[src/sv/lits_pkg.sv]
// lits_pkg: widths, types and constants shared by the time-stretch resampler.
// No dependencies; every other file imports this package.
package lits_pkg;

    localparam int PHASE_FRAC_BITS = 16;
    localparam int SAMPLE_BITS     = 16;
    localparam int STEP_BITS       = 18;
    localparam int MAX_RESULTS     = 64;

    localparam int PHASE_BITS = PHASE_FRAC_BITS + 2;
    localparam int CNT_BITS   = $clog2(MAX_RESULTS + 1);
    localparam int NUM_BITS   = SAMPLE_BITS + PHASE_FRAC_BITS + 2;

    typedef logic [PHASE_BITS-1:0]         t_phase;
    typedef logic signed [SAMPLE_BITS-1:0] t_sample;
    typedef logic [STEP_BITS-1:0]          t_step_cfg;
    typedef logic [CNT_BITS-1:0]           t_cnt;

    localparam t_phase PHASE_ONE = t_phase'(1) << PHASE_FRAC_BITS;
    localparam t_phase STEP_MAX  = t_phase'(2) << PHASE_FRAC_BITS;
    localparam t_cnt   CNT_MAX   = t_cnt'(MAX_RESULTS);

    // control from the sequencer to the multiply/round unit
    typedef struct packed {
        logic mul_en;
        logic sum_en;
    } t_mac_ctrl;

endpackage

[src/sv/lits_if.sv]
// Valid/ready stream interfaces for the input and output words.
// Depends on lits_pkg for the sample width.
interface lits_in_if import lits_pkg::*; ();
    logic    valid;
    logic    ready;
    t_sample sample_in;
    logic    stream_last;

    modport source (output valid, output sample_in, output stream_last, input ready);
    modport sink   (input valid, input sample_in, input stream_last, output ready);
endinterface

interface lits_out_if import lits_pkg::*; ();
    logic    valid;
    logic    ready;
    t_sample sample_out;
    logic    run_last;
    logic    stream_end;

    modport source (output valid, output sample_out, output run_last, output stream_end,
                    input ready);
    modport sink   (input valid, input sample_out, input run_last, input stream_end,
                    output ready);
endinterface

[src/sv/lits_mac.sv]
// lits_mac: shared multiply, accumulate and round unit for one interpolated sample.
// Depends on lits_pkg.
module lits_mac import lits_pkg::*; (
    input  logic                       i_clk,
    input  t_mac_ctrl                  i_ctrl,
    input  t_sample                    i_prev,
    input  t_sample                    i_cur,
    input  logic [PHASE_FRAC_BITS-1:0] i_frac,
    output t_sample                    o_value
);

    localparam logic signed [NUM_BITS-1:0] HALF = NUM_BITS'(1) << (PHASE_FRAC_BITS - 1);
    localparam logic signed [SAMPLE_BITS+1:0] Q_MAX = (SAMPLE_BITS+2)'((1 << (SAMPLE_BITS-1)) - 1);
    localparam logic signed [SAMPLE_BITS+1:0] Q_MIN = -Q_MAX - (SAMPLE_BITS+2)'(1);

    logic signed [SAMPLE_BITS:0]      diff;
    logic signed [NUM_BITS-1:0]       r_prod;
    logic signed [NUM_BITS-1:0]       r_num;
    logic signed [NUM_BITS-1:0]       base;
    logic signed [NUM_BITS-1:0]       bias;
    logic signed [NUM_BITS-1:0]       rounded;
    logic signed [SAMPLE_BITS+1:0]    q;

    assign diff = {i_cur[SAMPLE_BITS-1], i_cur} - {i_prev[SAMPLE_BITS-1], i_prev};
    assign base = {{2{i_prev[SAMPLE_BITS-1]}}, i_prev, {PHASE_FRAC_BITS{1'b0}}};

    always_ff @(posedge i_clk) begin
        if (i_ctrl.mul_en) begin
            r_prod <= NUM_BITS'(diff) * NUM_BITS'($signed({1'b0, i_frac}));
        end
        if (i_ctrl.sum_en) begin
            r_num <= base + r_prod;
        end
    end

    // half away from zero: negative values round with half minus one, then floor
    assign bias    = r_num[NUM_BITS-1] ? (HALF - NUM_BITS'(1)) : HALF;
    assign rounded = r_num + bias;
    assign q       = rounded[NUM_BITS-1:PHASE_FRAC_BITS];

    always_comb begin
        if (q > Q_MAX) begin
            o_value = Q_MAX[SAMPLE_BITS-1:0];
        end else if (q < Q_MIN) begin
            o_value = Q_MIN[SAMPLE_BITS-1:0];
        end else begin
            o_value = q[SAMPLE_BITS-1:0];
        end
    end

endmodule

[src/sv/linear_interp_time_stretch.sv]
// Linear interpolation time-stretch resampler, top level with the sequencer.
// Depends on lits_pkg, lits_if (lits_in_if, lits_out_if) and lits_mac.
//
// Usage: signed samples arrive as words on i_in (valid/ready); stream_last marks
// the last sample of a waveform. Each sample yields every output word whose
// source position lies before it, interpolated as prev + (cur - prev) * frac,
// rounded half away from zero. On the last sample, trailing words repeat it.
// run_last flags the last word caused by one input; stream_end the last word
// of a stream. i_cfg_we/i_cfg_data write the Q16 source step (1/factor).
// Timing: one input at a time; i_in.ready is high only while idle. An
// interpolated word passes multiply, accumulate and round through the one
// shared multiply unit, a trailing word is pushed straight from S_TRAIL, and each
// input passes accept, phase wrap and flush; the first sample of a stream has no
// wrap step and a last sample adds a step in S_TRAIL to end its trailing run.
// Past 64 words per input, each skipped position still advances the phase by one step.
// One word is held back internally until the run ends so its flags are known;
// a stalled receiver holds the output register and the sequencer waits.
// Reset: step returns to 1.0, phase and previous sample clear, output empties.
module linear_interp_time_stretch import lits_pkg::*; (
    input  logic              i_clk,
    input  logic              i_rst_n,
    input  logic              i_cfg_we,
    input  t_step_cfg         i_cfg_data,
    lits_in_if.sink           i_in,
    lits_out_if.source        o_out
);

    localparam int CMP_BITS = STEP_BITS + PHASE_BITS;
    localparam int TR_BITS  = PHASE_BITS + 2;

    typedef enum logic [2:0] {
        S_IDLE,
        S_INTERP,
        S_SUM,
        S_PUSH,
        S_TRAIL,
        S_FLUSH
    } t_state;

    t_state    r_state;
    t_phase    r_step;
    t_phase    r_phase;
    t_sample   r_prev;
    t_sample   r_cur;
    logic      r_have;
    logic      r_last;
    t_cnt      r_cnt;
    logic      r_pend_valid;
    t_sample   r_pend_data;
    logic      r_out_valid;
    t_sample   r_out_data;
    logic      r_out_run_last;
    logic      r_out_end;

    t_mac_ctrl             mac_ctrl;
    t_sample               mac_value;
    logic [CMP_BITS-1:0]   cfg_wide;
    t_phase                n_step;
    logic [TR_BITS-1:0]    trail_sum;
    logic                  trail_ok;
    logic                  out_free;
    logic                  n_push;
    t_sample               n_push_data;

    lits_mac u_mac (
        .i_clk   (i_clk),
        .i_ctrl  (mac_ctrl),
        .i_prev  (r_prev),
        .i_cur   (r_cur),
        .i_frac  (r_phase[PHASE_FRAC_BITS-1:0]),
        .o_value (mac_value)
    );

    // step of zero acts as one LSB, above 2.0 as 2.0
    always_comb begin
        cfg_wide = CMP_BITS'(i_cfg_data);
        if (cfg_wide == '0) begin
            n_step = t_phase'(1);
        end else if (cfg_wide > CMP_BITS'(STEP_MAX)) begin
            n_step = STEP_MAX;
        end else begin
            n_step = cfg_wide[PHASE_BITS-1:0];
        end
    end

    assign trail_sum = (TR_BITS'(r_phase) << 1) + TR_BITS'(r_step);
    assign trail_ok  = (trail_sum <= (TR_BITS'(PHASE_ONE) << 1)) && (r_cnt != CNT_MAX);
    assign out_free  = !r_out_valid || o_out.ready;

    always_comb begin
        mac_ctrl.mul_en = (r_state == S_INTERP) && (r_phase < PHASE_ONE) && (r_cnt != CNT_MAX);
        mac_ctrl.sum_en = (r_state == S_SUM);
        n_push = ((r_state == S_PUSH) || ((r_state == S_TRAIL) && trail_ok))
                 && (!r_pend_valid || out_free);
        n_push_data = (r_state == S_TRAIL) ? r_cur : mac_value;
    end

    assign i_in.ready       = (r_state == S_IDLE);
    assign o_out.valid      = r_out_valid;
    assign o_out.sample_out = r_out_data;
    assign o_out.run_last   = r_out_run_last;
    assign o_out.stream_end = r_out_end;

    always_ff @(posedge i_clk) begin
        if (!i_rst_n) begin
            r_state      <= S_IDLE;
            r_step       <= PHASE_ONE;
            r_phase      <= '0;
            r_prev       <= '0;
            r_have       <= 1'b0;
            r_last       <= 1'b0;
            r_cnt        <= '0;
            r_pend_valid <= 1'b0;
            r_out_valid  <= 1'b0;
        end else begin
            if (i_cfg_we) begin
                r_step <= n_step;
            end
            if (o_out.ready) begin
                r_out_valid <= 1'b0;
            end

            // a new word moves the held one to the output register
            if (n_push) begin
                if (r_pend_valid) begin
                    r_out_valid    <= 1'b1;
                    r_out_data     <= r_pend_data;
                    r_out_run_last <= 1'b0;
                    r_out_end      <= 1'b0;
                end
                r_pend_valid <= 1'b1;
                r_pend_data  <= n_push_data;
                r_phase      <= r_phase + r_step;
                r_cnt        <= r_cnt + t_cnt'(1);
            end

            case (r_state)
                S_IDLE: begin
                    if (i_in.valid) begin
                        r_cur  <= i_in.sample_in;
                        r_last <= i_in.stream_last;
                        r_cnt  <= '0;
                        if (r_have) begin
                            r_state <= S_INTERP;
                        end else begin
                            r_phase <= '0;
                            r_prev  <= i_in.sample_in;
                            r_have  <= 1'b1;
                            r_state <= i_in.stream_last ? S_TRAIL : S_FLUSH;
                        end
                    end
                end
                S_INTERP: begin
                    if (r_phase >= PHASE_ONE) begin
                        r_phase <= r_phase - PHASE_ONE;
                        r_prev  <= r_cur;
                        r_have  <= 1'b1;
                        r_state <= r_last ? S_TRAIL : S_FLUSH;
                    end else if (r_cnt == CNT_MAX) begin
                        // word budget spent: positions still advance
                        r_phase <= r_phase + r_step;
                    end else begin
                        r_state <= S_SUM;
                    end
                end
                S_SUM: begin
                    r_state <= S_PUSH;
                end
                S_PUSH: begin
                    if (n_push) begin
                        r_state <= S_INTERP;
                    end
                end
                S_TRAIL: begin
                    if (!trail_ok) begin
                        r_state <= S_FLUSH;
                    end
                end
                S_FLUSH: begin
                    if (!r_pend_valid || out_free) begin
                        if (r_pend_valid) begin
                            r_out_valid    <= 1'b1;
                            r_out_data     <= r_pend_data;
                            r_out_run_last <= 1'b1;
                            r_out_end      <= r_last;
                            r_pend_valid   <= 1'b0;
                        end
                        if (r_last) begin
                            r_phase <= '0;
                            r_prev  <= '0;
                            r_have  <= 1'b0;
                        end
                        r_state <= S_IDLE;
                    end
                end
                default: begin
                    r_state <= S_IDLE;
                end
            endcase
        end
    end

endmodule
[src/flat_wrapper.sv]
// flat-port wrapper written by rule: the top's interface ports become plain ports
module linear_interp_time_stretch_flat import lits_pkg::*;
  (i_clk, i_rst_n, i_cfg_we, i_cfg_data, i_in_valid, i_in_sample_in, i_in_stream_last, i_in_ready, o_out_valid, o_out_sample_out, o_out_run_last, o_out_stream_end, o_out_ready);
  lits_in_if i_in_i ();
  lits_out_if o_out_i ();
  input  logic i_clk;
  input  logic i_rst_n;
  input  logic i_cfg_we;
  input  t_step_cfg i_cfg_data;
  input wire logic [$bits(i_in_i.valid)-1:0] i_in_valid;
  input wire logic [$bits(i_in_i.sample_in)-1:0] i_in_sample_in;
  input wire logic [$bits(i_in_i.stream_last)-1:0] i_in_stream_last;
  output wire logic [$bits(i_in_i.ready)-1:0] i_in_ready;
  output wire logic [$bits(o_out_i.valid)-1:0] o_out_valid;
  output wire logic [$bits(o_out_i.sample_out)-1:0] o_out_sample_out;
  output wire logic [$bits(o_out_i.run_last)-1:0] o_out_run_last;
  output wire logic [$bits(o_out_i.stream_end)-1:0] o_out_stream_end;
  input wire logic [$bits(o_out_i.ready)-1:0] o_out_ready;
  assign i_in_i.valid = i_in_valid;
  assign i_in_i.sample_in = i_in_sample_in;
  assign i_in_i.stream_last = i_in_stream_last;
  assign i_in_ready = i_in_i.ready;
  assign o_out_valid = o_out_i.valid;
  assign o_out_sample_out = o_out_i.sample_out;
  assign o_out_run_last = o_out_i.run_last;
  assign o_out_stream_end = o_out_i.stream_end;
  assign o_out_i.ready = o_out_ready;
  linear_interp_time_stretch u_core (.i_clk(i_clk), .i_rst_n(i_rst_n), .i_cfg_we(i_cfg_we), .i_cfg_data(i_cfg_data), .i_in(i_in_i), .o_out(o_out_i));
endmodule
[config.mk]
export PLATFORM = sky130hd
export DESIGN_NAME = linear_interp_time_stretch_flat
export DESIGN_NICKNAME = d
export VERILOG_FILES = /design/src/sv/lits_pkg.sv /design/src/sv/lits_if.sv /design/src/sv/lits_mac.sv /design/src/sv/linear_interp_time_stretch.sv /design/src/flat_wrapper.sv
export SDC_FILE = /design/constraint.sdc
export NUM_CORES = 1
export LEC_CHECK = 0
export BUFFER_PORTS_ARGS = -buffer_cell sky130_fd_sc_hd__clkbuf_2
export CAP_MARGIN = 20
export CORE_MARGIN = 5
export CORE_UTILIZATION = 55
export CTS_CLUSTER_DIAMETER = 150
export CTS_CLUSTER_SIZE = 20
export DETAILED_ROUTE_END_ITERATION = 10
export PLACE_DENSITY_LB_ADDON = 0.1
export SKIP_LAST_GASP = 1
export SLEW_MARGIN = 5
export SYNTH_ARGS = -nofsm -noshare
export SYNTH_HDL_FRONTEND = slang
export SYNTH_SLANG_ARGS = --single-unit
[constraint.sdc]
create_clock -name i_clk -period 8.8 [get_ports i_clk]
set_input_delay 0.88 -clock i_clk [delete_from_list [all_inputs] [get_ports i_clk]]
set_output_delay 0.88 -clock i_clk [all_outputs]
set_load 0.01 [all_outputs]
==> impl_summary.md, run 1 <==
Layout
The number of antenna repair diodes is 0. The share of cells above drive strength 1 is 0.0898. Compared with the post-synthesis result, the final layout area differs by 8.30%. The net count of the finished layout is 2,918. After filler insertion, the fill cell instance count of the layout stands at 3,441.

Critical path
The critical register-to-register path startpoint is u_core.r_cur[1]. The largest fanout on the critical path is 7. The path depth of the worst reg2reg path is 33. Data on the critical path arrives at its endpoint at 8.59 ns. The worst setup path is of the reg -> reg kind. The cell that appears most often on the critical path is fa_1. The biggest cell delay along the critical path is 0.53 ns.

The worst register-to-register path has a setup slack of 0.42 ns. The worst setup path is launched from a flip-flop. The required time of the critical path is 9.01 ns. The endpoint of the most critical register-to-register path is u_core.u_mac.r_prod[32]. The slowest stage cell on the critical path is fa_1. The endpoint type of the worst setup path is a flip-flop.

Clock network
The TritonCTS sink count is 184. The H-tree generated during clock tree synthesis spans 4 levels. The root buffer cell is clkbuf_16. The later pin in the worst-skew pair is clocked with a latency of 0.46 ns. The maximum number of buffers from clock root to sink is 2.

The number of buffers added by the clock tree synthesis step is 17. The clock transition at the registers of the reported paths is 0.08 ns. The TritonCTS clock tree is yes.

The number of buffers inserted for hold repair after clock tree synthesis is 0.

Worst hold path
For hold timing, the worst endpoint is u_core.u_mac.r_num[7]. Along the worst hold path, the cell count comes to 0. The worst hold path begins at u_core.u_mac.r_prod[7].

The min-delay analysis places its worst path in the category reg -> reg.

Synth
The number of cells produced by synthesis is 2,386. The number of nets handed over by synthesis was 2,877. The count of yosys warnings during synthesis is 0. The fraction of registers with async set or reset after synthesis is 0.

For this run, the register share of the synthesized area comes to 0.222. The cell area after technology mapping is 21,900 µm². By area the synthesized netlist is led by fa_1 25%, edfxtp_1 16%, ha_1 9.9%. For this run, the leading register cell type out of synthesis is edfxtp_1. Synthesis inferred 184 register bits. The post-synthesis cell type count is 84. A synthesized cell averages 9.18 µm². The share of the synthesized area in the top cell type is 0.253.

Yosys mapped a number of flops with a built-in enable equal to 118. The synthesized design spends more area on one cell type than any other, namely fa_1.

Routing
The detailed-route DRC error count is 0. The routed layout has 17,050 vias. In the final routed layout, each cell accounts on average for 19.4 µm.

The total detailed-routing wirelength is 57.4 mm. The count of TritonRoute iterations in the first routing pass is 6. The count of routing violations after the opening detailed-route iteration is 1,463. The via density per instance is 5.75.

The detail route stage leaves a number of antenna-violating nets equal to 0.

Global route
Across every metal layer, demand over resource in global routing totals 0.262. Entering global routing, the biggest net connects 52 pins. The global routing usage on met2 is 0.426.

For met1 alone, demand over resource in global routing was 0.361. In this run the most used layer during global routing was met2. The via count of the first global-routing pass is 16,747. The first global-routing pass estimated 91.2 mm of wire. The residual overflow from global routing is 0. The global routing usage on met3 is 0.0414.

The initial antenna violation count is 0.

STA
The clock period could shrink to 8.38 ns. The clock arrives with 0.0113 ns of skew. The final-report max-slew violation count is 0.

In this run the tightest slew margin relative to its limit is 0.240. The peak clock frequency supported by timing is 0.119 GHz. The pin slew with the least headroom to its limit is 1.14 ns. The setup violation total in the final timing report is 0. The number of hold violations in the final report is 0. Summed over all failing endpoints, the final setup total negative slack is 0 ns. The share of the clock period used by the worst path is 0.952. Hold is met by 0.414 ns. The setup slack after layout is 0.424 ns.

Place
The number of I/O port buffers is 59. The placer congestion estimate is 0.969. The pre-CTS setup slack is -0.0160 ns. The post-DP HPWL is 45.5 mm.

Die
The core region is 39,500 µm². The area of the die is 43,900 µm². The number of I/O pins is 60. The horizontal die dimension is 210 µm.

The initial core utilization is 0.554. The height of the die is 210 µm. The total number of placement rows is 73.

Flow run
Across the run, the number of max-cap violations was 0.

Power
The power density relative to cell area is 200 nW/µm². The analysis attributes to cell leakage a power of 10.9 nW. The worst IR drop on VDD is 122 µV.

Status
The flow ran to the end, and the final reports show no timing, DRC or antenna violations.
## layout make-up
type,instances,area [µm²],area share
multi-input combinational,1685,15200,0.642
sequential,184,4860,0.205
inverter,414,1550,0.0655
timing repair buffer,125,811,0.0342
tap,525,657,0.0277
clock buffer,18,429,0.0181
clock inverter,14,161,0.00681
## worst max-delay path: cells and delay by family (launching register included)
family / cells / cell delay (ns)
fa+ha+maj: 8 / 3.63
compound gates: 14 / 2.85
simple gates: 5 / 0.65
buf+inv: 5 / 0.50
flops: 1 / 0.42
xor+xnor: 1 / 0.09
## Yosys cell counts, drive strengths merged (9+ instances only)
library cell,n
inv,413
a31oi,26
and2,112
mux2,18
a22oi,24
buf,10
o22ai,29
a211oi,24
ha,174
o21ai,70
dfxtp,66
nor3b,16
nor2,126
a21o,21
a21oi,111
nand3,26
edfxtp,118
nor3,24
nand4,32
mux2i,11
o311ai,9
xor2,19
o21a,13
o211ai,10
fa,277
nor2b,37
nand2b,20
xnor2,81
a21boi,9
o311a,10
clkbuf,93
and3,14
nand2,244
## power breakdown
part | total, W | switching [W] | internal, W | leakage, nW
combinational | 0.00263 | 0.00169 | 0.000944 | 9.02
sequential | 0.00134 | 0.000145 | 0.00120 | 1.64
clock | 0.000766 | 0.000364 | 0.000402 | 0.281
total | 0.00474 | 0.00219 | 0.00254 | 10.9
## routing by layer
layer / part of all wire / up-vias
met5: 0 / -
met4: 0.030 / 0
met3: 0.064 / 108
met2: 0.48 / 591
met1: 0.43 / 8387
li1: - / 7964
## cells in the final DEF, fill, tap and decap left out, types with 11 or more instances in the layout
cell type / netlist / routed
mux2_2: 17 / 17
o21ai_1: 7 / 13
nor3_1: 24 / 23
nand2_1: 244 / 244
nand2b_1: 20 / 20
and3_1: 14 / 14
buf_4: 0 / 64
o21a_1: 13 / 13
xnor2_1: 81 / 79
ha_1: 174 / 171
nor2_1: 126 / 125
a21o_1: 21 / 21
clkbuf_16: 0 / 17
nor2b_1: 37 / 37
and2_1: 111 / 110
inv_1: 412 / 412
mux2i_1: 11 / 11
nor3b_1: 16 / 16
xor2_1: 19 / 19
a31oi_1: 26 / 25
nand3_1: 26 / 26
a211oi_1: 24 / 23
o21ai_0: 63 / 56
clkbuf_2: 0 / 59
a21oi_1: 107 / 105
a22oi_1: 24 / 24
dfxtp_1: 66 / 66
edfxtp_1: 118 / 118
fa_1: 277 / 275
o22ai_1: 27 / 27
nand4_1: 32 / 32
## worst max path at each step
stage | to | start
floorplan | u_core.u_mac.r_prod[32] | u_core.r_prev[1]
global placement | u_core.u_mac.r_prod[32] | u_core.r_cur[1]
finish | u_core.u_mac.r_prod[32] | u_core.r_cur[1]
CTS | u_core.u_mac.r_prod[32] | u_core.r_cur[1]
detailed placement | u_core.u_mac.r_prod[32] | u_core.r_cur[1]
global route | u_core.u_mac.r_prod[32] | u_core.r_cur[1]
## cell families (layout without fill, tap and decap cells)
family                   Yosys count  in the layout  share of synthesized area
AND/OR/NAND/NOR                  682            682                      0.153
buffers and inverters            517            571                     0.0891
adder cells (fa/ha/maj)          453            453                      0.354
AO/OA/AOI/OAI                    421            421                      0.128
flip-flops                       184            184                      0.222
XOR/XNOR                         100            100                     0.0400
multiplexers                      29             29                     0.0143
## sequential cells by signal (all words and copies together) (netlist names), 3 cells and up, named ones only
name,flops
u_core.r_step,18
u_core.r_cnt,7
u_core.u_mac.r_num,34
u_core.r_phase,18
u_core.r_cur,16
u_core.u_mac.r_prod,34
u_core.r_state,3
u_core.r_prev,16
u_core.r_pend_data,16
u_core.o_out.sample_out,16
## stage by stage
stage                     total power (W)  instances  cell area (µm²)   util
final                             0.00474       2965            23700  0.600
after global routing              0.00508       2965            23700  0.600
after CTS                         0.00467       2960            23500  0.595
after detailed placement          0.00388       2928            22900  0.580
after global placement            0.00381       2927            22900  0.579
after floorplan                   0.00301       2386            21900      -
## what timing repair did
item | in CTS | in global routing
gates resized for setup | 1 | 35
endpoints found under the setup margin | 2 | 12
setup buffers | 0 | 5
pin swaps | 1 | 11
No activity file was read; power rests on OpenSTA's default activity.
==> inputs of run 2 (changes only) <==
--- a/config.mk
+++ b/config.mk
@@ -10,3 +10,4 @@
 export CORE_MARGIN = 5
-export CORE_UTILIZATION = 55
+export CORE_UTILIZATION = 45
+export CTS_BUF_LIST = sky130_fd_sc_hd__clkbuf_8
 export CTS_CLUSTER_DIAMETER = 150
==> constraint.sdc (replaced) <==
create_clock -name i_clk -period 8.8 [get_ports i_clk]
set_input_delay 1.32 -clock i_clk [delete_from_list [all_inputs] [get_ports i_clk]]
set_output_delay 1.32 -clock i_clk [all_outputs]
set_load 0.01 [all_outputs]
==> run 2 against run 1 <==
  * Clock power down 27%
  * Total power down 4.0%
  * Combinational power barely moved
  * Largest cell class unchanged
==> impl_summary.md, run 2 (same netlist as run 1, synthesis figures left out) <==
Global route
The residual overflow from global routing is 0. The pin count of the biggest net entering global routing is 55. The initial antenna violation count is 1.

The overall track demand over capacity in global routing is 0.222. The wire length of the first global-routing pass is 93.0 mm. The via count of the first global-routing pass is 16,648.

Routing
In this run the remaining antenna-violating nets after routing total 0. After detailed routing, the number of remaining DRC violations is 0. The count of vias placed by the detailed router is 16,809.

The total detailed-routing wirelength is 59.0 mm. The count of routing violations after the opening detailed-route iteration is 1,165. The first detailed-routing pass took 5 iterations. Dividing the detail-routed wire length by the instance count gives 19.3 µm. The via density per instance is 5.49.

Die
The horizontal die dimension is 231 µm. The initial core utilization is 0.457. The area of the die is 53,200 µm². The die is 231 µm tall.

60 I/O pins were placed. The core region is 47,900 µm². The total number of placement rows is 80.

STA
The worst hold slack after final layout is 0.423 ns. The setup skew after layout is 0.0206 ns. The pin slew with the least headroom to its limit is 1.08 ns. The peak clock frequency supported by timing is 0.118 GHz.

The number of hold violations in the final report came to 0. Setup violations remaining at the end of the flow were counted as 0. Measured against its own limit, the worst slew margin works out to 0.281.

The final period demand of the worst path is 8.49 ns. Adding up every negative setup slack in the final design gives 0 ns. Of the available clock period, the critical path in the final layout requires 0.965. The final-report max-slew violation count is 0.

Place
The number of I/O port buffers is 59. Routability-driven placement finished with a final weighted congestion of 0.913. The cell count after placement is 3,019. The post-DP HPWL is 47.3 mm.

Clock network
No sink is reached through more buffers than the 2 on the longest clock path. The clock insertion delay at the later pin of the skew report is 0.51 ns. The clock transition at the registers of the reported paths is 0.09 ns. The TritonCTS clock tree is yes.

The tree is rooted in a clkbuf_8. The level count of the clock H-tree is 4. The tree built by TritonCTS fans out to 184 sinks. In this run, CTS created clock tree buffers numbering 17.

Flow run
The total of max-cap violations is 0.

Critical path
The worst setup path category is reg -> reg. By instance count, the cell type seen most on the critical path is fa_1. The largest fanout on the critical path is 20.

The kind of start point of the critical path is a flip-flop. In this design, the stage delay of the slowest critical-path cell is 0.75 ns. The data arrival time of the critical path is 8.76 ns. The slowest stage cell on the critical path is o311ai_0.

Data on the critical path is required at its endpoint by 9.06 ns. The endpoint type of the worst setup path is a flip-flop.

Power
The analysis attributes to cell leakage a power of 10.9 nW. The total power consumption of the routed design is 0.00455 W. The power density relative to cell area is 192 nW/µm². VDD sags by at most 164 µV.

Layout
The post-synthesis to final-layout area growth is 8.01%. Measured on the finished design, the core utilization comes to 0.493. Summing all flip-flop and latch instances after layout gives 4860 µm². The largest registers in the layout are u_core.u_mac.r_num x34, u_core.u_mac.r_prod x34. The count of filler cells inserted in the layout is 4,581.

The library cells used most frequently in the layout, excluding fill and tap cells, are 415 x inv_1, 275 x fa_1, 244 x nand2_1, 173 x ha_1, 126 x nor2_1. The share of cells above drive strength 1 is 0.0907. Leaving out fill and tap cells, the most frequent cell in the layout is inv_1. The final cell count without fillers is 3,063. The multi-input logic area is 15,200 µm². The final layout contains 2,925 nets.

Worst hold path
The path class of the tightest hold or removal check is reg -> reg.

Status
The run finished with clean final reports.
-- run 2: cell types whose count changed in the layout (fill, tap and decap cells not counted), moves of 4 or more --
cell | before | now
a21oi_1 | 105 | 101
clkbuf_16 | 17 | 0
clkbuf_8 | 0 | 17
a21oi_2 | 6 | 10
buf_4 | 64 | 71
-- run 2: layout make-up --
class | count | share of cell area
clock buffers | 17 | 0.00989
well taps | 615 | 0.0325
clock inverters | 15 | 0.00577
inverters | 414 | 0.0657
flip-flops and latches | 184 | 0.206
repair buffers | 132 | 0.0367
diodes | 1 | 0.000106
multi-input cells | 1685 | 0.644
-- run 2: worst max-delay path, delay by kind of cell, from the launching register on --
| family | cells | cell delay [ns] |
|---|---|---|
| AND/OR/NAND/NOR | 2 | 0.25 |
| buffers and inverters | 4 | 0.51 |
| XOR/XNOR | 1 | 0.08 |
| adder cells (fa/ha/maj) | 8 | 3.70 |
| AO/OA/AOI/OAI | 15 | 3.28 |
| flip-flops | 1 | 0.44 |
-- run 2: timing repair --
action                     CTS  global route
setup endpoints to repair    2            13
pin swaps                    0            12
hold buffers                 0             0
setup buffers                0            10
resized for setup            1            36
-- run 2: final timing paths --
path / start / endpoint / slack, ns / cells past startpoint
min: u_core.u_mac.r_prod[9] / u_core.u_mac.r_num[9] / 0.42 / 0
max: u_core.r_cur[1] / u_core.u_mac.r_prod[32] / 0.31 / 30
max reg2reg: u_core.r_cur[1] / u_core.u_mac.r_prod[32] / 0.31 / 30
min reg2reg: u_core.u_mac.r_prod[9] / u_core.u_mac.r_num[9] / 0.42 / 0
-- run 2: report_power, final --
part	switching (W)	internal, W	leakage (nW)
Combinational	0.00170	0.000942	9.05
Clock	0.000315	0.000248	0.195
Sequential	0.000145	0.00120	1.64
Total	0.00216	0.00238	10.9
-- run 2: metal layers --
layer  global-route usage  up-vias  routed length, µm
met5                    0        -                  0
met4               0.0650        0               1710
met3               0.0281       82               2820
met2                0.356      424              27200
met1                0.317     8326              27300
li1                     -     7977                  -
-- run 2: per-stage QoR --
stage	cell area, µm²	setup slack, ns
after global placement	23000	0.0627
after CTS	23400	0.00831
after global routing	23600	-0.0523
final	23600	0.309
after detailed placement	23000	-0.0811
after floorplan	21900	0.565
